`src/sv/blsp_pkg.sv`:
```
// Shared types, phase codes and helpers for the binary load segment parser.
package blsp_pkg;

   localparam logic [7:0]  HEADER_BYTE   = 8'hff;
   localparam logic [15:0] REPEAT_MARKER = 16'hffff;

   // Phase codes as seen on the result port.
   localparam logic [2:0] PHASE_CODE_HDR1 = 3'd0;
   localparam logic [2:0] PHASE_CODE_HDR2 = 3'd1;
   localparam logic [2:0] PHASE_CODE_STLO = 3'd2;
   localparam logic [2:0] PHASE_CODE_STHI = 3'd3;
   localparam logic [2:0] PHASE_CODE_ENLO = 3'd4;
   localparam logic [2:0] PHASE_CODE_ENHI = 3'd5;
   localparam logic [2:0] PHASE_CODE_DATA = 3'd6;

   typedef enum logic [6:0] {
      PH_HDR1 = 7'b0000001,
      PH_HDR2 = 7'b0000010,
      PH_STLO = 7'b0000100,
      PH_STHI = 7'b0001000,
      PH_ENLO = 7'b0010000,
      PH_ENHI = 7'b0100000,
      PH_DATA = 7'b1000000
   } phase_type;

   typedef struct packed {
      phase_type   phase;
      logic [15:0] seg_start;
      logic [15:0] seg_finish;
      logic [16:0] next_addr;
   } parse_state_type;

   typedef struct packed {
      logic        write_enable;
      logic [15:0] write_address;
      logic [7:0]  write_value;
      logic        header_error;
      logic        repeated_header;
      logic        segment_end;
      logic [2:0]  phase_after;
   } result_type;

   function automatic logic [2:0] phase_code(input phase_type ph);
      logic [2:0] code;
      code = PHASE_CODE_HDR1;
      unique case (ph)
         PH_HDR1: code = PHASE_CODE_HDR1;
         PH_HDR2: code = PHASE_CODE_HDR2;
         PH_STLO: code = PHASE_CODE_STLO;
         PH_STHI: code = PHASE_CODE_STHI;
         PH_ENLO: code = PHASE_CODE_ENLO;
         PH_ENHI: code = PHASE_CODE_ENHI;
         PH_DATA: code = PHASE_CODE_DATA;
         default: code = PHASE_CODE_HDR1;
      endcase
      return code;
   endfunction

endpackage

```
`src/sv/blsp_step.sv`:
```
// Next-state and result logic for one stream byte of the parser.
module blsp_step
   import blsp_pkg::*;
(
   input  parse_state_type cur_state,
   input  logic [7:0]      stream_byte,
   output parse_state_type next_state,
   output result_type      result
);

   logic [15:0] start_hi_merged;
   logic [16:0] addr_inc;

   assign start_hi_merged = {stream_byte, cur_state.seg_start[7:0]};
   assign addr_inc        = cur_state.next_addr + 17'd1;

   always_comb begin
      next_state = cur_state;
      result     = '0;
      unique case (cur_state.phase)
         PH_HDR1: begin
            if (stream_byte == HEADER_BYTE) next_state.phase = PH_HDR2;
            else result.header_error = 1'b1;
         end
         PH_HDR2: begin
            if (stream_byte == HEADER_BYTE) next_state.phase = PH_STLO;
            else result.header_error = 1'b1;
         end
         PH_STLO: begin
            next_state.seg_start[7:0] = stream_byte;
            next_state.phase          = PH_STHI;
         end
         PH_STHI: begin
            next_state.seg_start = start_hi_merged;
            if (start_hi_merged == REPEAT_MARKER) begin
               result.repeated_header = 1'b1;
               next_state.phase       = PH_STLO;
            end else begin
               next_state.phase = PH_ENLO;
            end
         end
         PH_ENLO: begin
            next_state.seg_finish[7:0] = stream_byte;
            next_state.phase           = PH_ENHI;
         end
         PH_ENHI: begin
            next_state.seg_finish[15:8] = stream_byte;
            next_state.next_addr        = {1'b0, cur_state.seg_start};
            next_state.phase            = PH_DATA;
         end
         PH_DATA: begin
            result.write_enable  = 1'b1;
            result.write_address = cur_state.next_addr[15:0];
            result.write_value   = stream_byte;
            next_state.next_addr = addr_inc;
            if (addr_inc > {1'b0, cur_state.seg_finish}) begin
               result.segment_end = 1'b1;
               next_state.phase   = PH_STLO;
            end
         end
         default: begin
            next_state.phase = PH_HDR1;
         end
      endcase
      result.phase_after = phase_code(next_state.phase);
   end

endmodule

```
`src/sv/binary_load_segment_parser.sv`:
```
// Top level of the binary load segment parser: parser state and result register.
//
// Usage: feed one byte of a binary load stream per req_ beat on req_stream_byte.
// Every accepted byte yields exactly one rsp_ beat. A data byte comes out as a
// memory write (rsp_write_enable, rsp_write_address, rsp_write_value), with
// rsp_segment_end on the last byte of its segment. Header bytes other than
// 0xFF are dropped and flagged on rsp_header_error; a start address of 0xFFFF
// is skipped and flagged on rsp_repeated_header. rsp_phase_after reports the
// parser phase once the byte has been taken.
//
// Timing: the result is registered and appears in the cycle after its byte is accepted.
// Throughput: one byte per cycle while rsp_ready is high; the parser state and one
// compare and 17-bit increment settle combinationally between the parser
// state register and the result register.
// Stall: the result register holds while rsp_ready is low; req_ready stays
// high as long as the register is empty or is being drained this cycle.
// Reset: the parser returns to the first header phase, addresses clear to 0
// and no result is pending.
module binary_load_segment_parser
   import blsp_pkg::*;
(
   input  logic        clock,
   input  logic        reset,
   input  logic        req_valid,
   output logic        req_ready,
   input  logic [7:0]  req_stream_byte,
   output logic        rsp_valid,
   input  logic        rsp_ready,
   output logic        rsp_write_enable,
   output logic [15:0] rsp_write_address,
   output logic [7:0]  rsp_write_value,
   output logic        rsp_header_error,
   output logic        rsp_repeated_header,
   output logic        rsp_segment_end,
   output logic [2:0]  rsp_phase_after
);

   parse_state_type state_ff, state_in;
   result_type      result_ff, result_in;
   logic            rsp_valid_ff, rsp_valid_in;
   logic            req_fire;

   // Take a new beat whenever the result slot is free or draining now.
   assign req_ready = !rsp_valid_ff || rsp_ready;
   assign req_fire  = req_valid && req_ready;

   blsp_step u_step (
      .cur_state  (state_ff),
      .stream_byte(req_stream_byte),
      .next_state (state_in),
      .result     (result_in)
   );

   // Valid flag: set on accept, drop once the receiver takes the beat.
   always_comb begin
      rsp_valid_in = rsp_valid_ff;
      if (req_fire) rsp_valid_in = 1'b1;
      else if (rsp_ready) rsp_valid_in = 1'b0;
   end

   always_ff @(posedge clock) begin
      if (reset) begin
         state_ff.phase      <= PH_HDR1;
         state_ff.seg_start  <= '0;
         state_ff.seg_finish <= '0;
         state_ff.next_addr  <= '0;
         rsp_valid_ff        <= 1'b0;
      end else begin
         rsp_valid_ff <= rsp_valid_in;
         // Advance the parser only on an accepted beat.
         if (req_fire) state_ff <= state_in;
      end
   end

   // Payload: hold while stalled, load on accept.
   always_ff @(posedge clock) begin
      if (req_fire) result_ff <= result_in;
   end

   assign rsp_valid           = rsp_valid_ff;
   assign rsp_write_enable    = result_ff.write_enable;
   assign rsp_write_address   = result_ff.write_address;
   assign rsp_write_value     = result_ff.write_value;
   assign rsp_header_error    = result_ff.header_error;
   assign rsp_repeated_header = result_ff.repeated_header;
   assign rsp_segment_end     = result_ff.segment_end;
   assign rsp_phase_after     = result_ff.phase_after;

   a_phase_onehot: assert property (@(posedge clock) disable iff (reset)
      $onehot(state_ff.phase))
      else $error("parser phase is not one-hot");

   a_phase_matches: assert property (@(posedge clock) disable iff (reset)
      rsp_valid_ff |-> (result_ff.phase_after == phase_code(state_ff.phase)))
      else $error("reported phase disagrees with parser state");

   a_end_needs_write: assert property (@(posedge clock) disable iff (reset)
      rsp_valid_ff && result_ff.segment_end |->
         result_ff.write_enable && (result_ff.phase_after == PHASE_CODE_STLO))
      else $error("segment end without a data write");

   a_header_err_phase: assert property (@(posedge clock) disable iff (reset)
      rsp_valid_ff && result_ff.header_error |->
         (result_ff.phase_after == PHASE_CODE_HDR1) ||
         (result_ff.phase_after == PHASE_CODE_HDR2))
      else $error("header error outside header phases");

   a_repeat_phase: assert property (@(posedge clock) disable iff (reset)
      rsp_valid_ff && result_ff.repeated_header |->
         (result_ff.phase_after == PHASE_CODE_STLO) && (state_ff.seg_start == REPEAT_MARKER))
      else $error("repeated header flag without 0xFFFF start");

endmodule

```
`config.mk`:
```
export PLATFORM = sky130hd
export DESIGN_NAME = binary_load_segment_parser
export DESIGN_NICKNAME = d
export VERILOG_FILES = /design/src/sv/blsp_pkg.sv /design/src/sv/blsp_step.sv /design/src/sv/binary_load_segment_parser.sv
export SDC_FILE = /design/constraint.sdc
export NUM_CORES = 1
export LEC_CHECK = 0
export ABC_AREA = 1
export BUFFER_PORTS_ARGS = -buffer_cell sky130_fd_sc_hd__clkbuf_2
export CAP_MARGIN = 0
export CORE_UTILIZATION = 52
export CTS_CLUSTER_DIAMETER = 50
export CTS_CLUSTER_SIZE = 24
export DETAILED_ROUTE_END_ITERATION = 10
export HOLD_SLACK_MARGIN = 0.08
export PLACE_DENSITY = 0.72
export SKIP_CTS_REPAIR_TIMING = 1
export SLEW_MARGIN = 15
export SYNTH_ARGS = -nofsm -noshare
export SYNTH_HDL_FRONTEND = slang
export SYNTH_SLANG_ARGS = --single-unit
```
`constraint.sdc`:
```
create_clock -name clock -period 7.7 [get_ports clock]
set_input_delay 1.54 -clock clock [delete_from_list [all_inputs] [get_ports clock]]
set_output_delay 1.54 -clock clock [all_outputs]
set_load 0.03 [all_outputs]
```
==> summary.md <==
| Metric | Value |
|---|---|
| Run status | finished, final reports clean |
| Die area | between 8000 and 9000 um^2 |
| Maximum number of pins on one net before global-route repair | 37 |
| Final RePlAce weighted congestion | ~0.9 |
| Via density | roughly 5.3 |
| Final-stage net count | 607 |
| Kind of capture point of the worst setup path | output port |
| Wire length per cell after detailed routing | approximately 14 um |
| Setup repair after global routing missed its margin | false |
| PwrDens | 192 nW/um^2 |
| Wire length of the first global-routing pass | roughly 16,000 um |
| Setup Skew | a little under 0.008 ns |
| Leakage | roughly 0.0021 uW |
| Initial antenna violation count | 0 |
| Most frequent cell after synthesis | inv_1 |
| Syn Std Cell Area | between 4000 and 5000 um^2 |
| Count of antenna diodes in the layout | 0 |
| Synth-to-Final Area Change | 10.4% |
| Timing-limited maximum frequency | approximately 0.29 GHz |
| Share of synthesized area occupied by flip-flops and latches | 46.4% |
| Die Span X | about 95 um |
| Max cap viols | 0 |
| Synth Instances | roughly 540 |
| FF+latch count, synth | 88 |
| Drt pass-1 iters | 5 |
| Total gr overflow | 0 |
| CP Launch Type | primary input |
| Y dimension of the die | roughly 95 um |
| CTS buffer count | 9 |
| Row cnt | 33 |
| Final period demand of the worst path | about 3.5 ns |
| Biggest area contributors in the synthesized netlist | dfxtp_1, edfxtp_1, inv_1 |
| Required time of the critical path | roughly 6 ns |
| Utilization of the core after routing | slightly below 60% |
| CTS Root Buffer Type | clkbuf_8 |
| DRT iter0 DRCs | 197 |
| DR vias | about 3,600 |
| Total negative slack for setup checks | 0 ns |
| Worst setup path class | in2out |
| Crit share post-route | roughly 45% |
| I/O pin cnt | 45 |
| Fill count | 762 |
| Maximum number of buffers from clock root to sink | 2 |
| Top cell type's share of synthesized area | around 26% |
| Most common library cells after synthesis | inv_1, nand2_1, a21oi_1 |
| Number of levels in the clock H-tree | 3 |
| Number of slew-limit violations in the final report | 0 |
| Critical path arrival | around 1.9 ns |
| Effective utilization at floorplan | 54.1% |
| Leading register cell type out of synthesis | dfxtp_1 |
| Fraction of final layout cells with drive strength greater than 1 | roughly 17% |
| Half-perimeter wire length after detailed placement | between 7000 and 8000 um |
| Core Region | between 8000 and 9000 um^2 |
| Cell accounting for the most synthesized area | dfxtp_1 |
| Total Routed Length | around 9500 um |
| Number of nets still failing antenna checks after routing | 0 |
| Worst supply voltage drop on vdd | between 0.1 and 0.15 mV |
| Worst Hold Class | reg2reg |
| Total DRC errors in the routed layout | 0 |
| Max transition margin | between 40 and 50% |
| Number of setup violations in the final report | 0 |
| Worst Hold Slack | about 0.46 ns |
| Clk_lat worst skew | around 0.35 ns |
| Vias in the first global route | roughly 3,200 |
| TritonCTS clock tree | built |
| Overall track demand over capacity in global routing | 23.1% |
| Register-to-Register Setup Slack | between 4 and 5 ns |
| EDFF count, synth | 31 |
| Number of different library cells in the post-synthesis netlist | 40 |
| Highest net fanout along the worst path | 3 |
| Number of nets produced by synthesis | between 500 and 600 |
| Clock slew at the register clock pins of the worst setup and hold paths | around 0.090 ns |
| Synth Warn # | 0 |
| Number of port buffers | between 40 and 50 |
| Async S/R FF share, synth | 0% |
| Final hold violations | 0 |
| Count of clock tree sinks | 88 |
| Slew at the pin with the worst max-slew slack | 0.843 ns |
| Mean post-synth cell area | 8.25 um^2 |
flip-flops by register name, summed over array words and instances (netlist names):
name / flops
rsp_header_error: 1
rsp_write_address: 16
state_ff: 56
rsp_phase_after: 3
rsp_write_enable: 1
rsp_segment_end: 1
rsp_valid: 1
rsp_repeated_header: 1
rsp_write_value: 8
final timing paths:
check / start / end / cells past startpoint
hold / removal: state_ff[42] / state_ff[42] / 2
setup / recovery: rsp_ready / req_ready / 4
hold reg to reg: state_ff[42] / state_ff[42] / 2
setup reg to reg: state_ff[0] / rsp_phase_after[2] / 20
metal layers:
metal	part of all wire [%]	track usage [%]
met2	46	37.7
met3	5.3	2.50
met5	0	0
met4	1.5	8.71
met1	47	31.4
area by class of cell:
| type | count | area [um^2] | area share, % |
|---|---|---|---|
| multi-input combinational | 335 | 1900 | 38.5 |
| sequential | 88 | 2070 | 42.1 |
| clock buffer | 10 | 138 | 2.79 |
| clock inverter | 6 | 88.8 | 1.80 |
| timing repair buffer | 45 | 228 | 4.62 |
| inverter | 99 | 372 | 7.54 |
| tap | 105 | 131 | 2.67 |
where the power goes:
group	switching [uW]	leakage [uW]	total [uW]	internal (uW)
registers	6.83	0.000776	500	493
logic	65.8	0.00118	88.5	22.8
clock network	165	0.000118	359	194
total	238	0.00207	948	710
through the flow:
stage / cell area [um^2] / setup slack [ns] / std cells / power, uW
floorplan: 4460 / 4.36 / 541 / 575
global placement: 4700 / 4.23 / 672 / 598
detailed placement: 4700 / 4.22 / 672 / 599
CTS: 4930 / 4.22 / 688 / 954
global route: 4930 / 4.19 / 688 / 985
finish: 4930 / 4.22 / 688 / 948
logic make-up after synthesis:
family,Yosys count,share of synthesized area (%)
compound gates,127,14.9
simple gates,181,20.9
flops,88,46.4
fa+ha+maj,17,4.76
xor+xnor,10,1.96
buf+inv,118,11.1
cell usage in the layout, fill, tap and decap left out, drive strengths merged, types with 2 or more instances in the layout:
cell and count:
xor2 10, nor4 7, nand4 7, nand3 21
nor2 49, clkbuf 54, bufinv 2, o21ai 59
a221oi 2, a21oi 59, nand3b 2, edfxtp 31
dfxtp 57, inv 102, ha 17, nand2 82
a31oi 2, nor3 12
critical path: stages:
cell and delay, ns:
clkbuf_2 0.07, inv_1 0.03, nand2_1 0.08, clkbuf_2 0.21
Note: power is estimated with default switching activity, not from simulation.
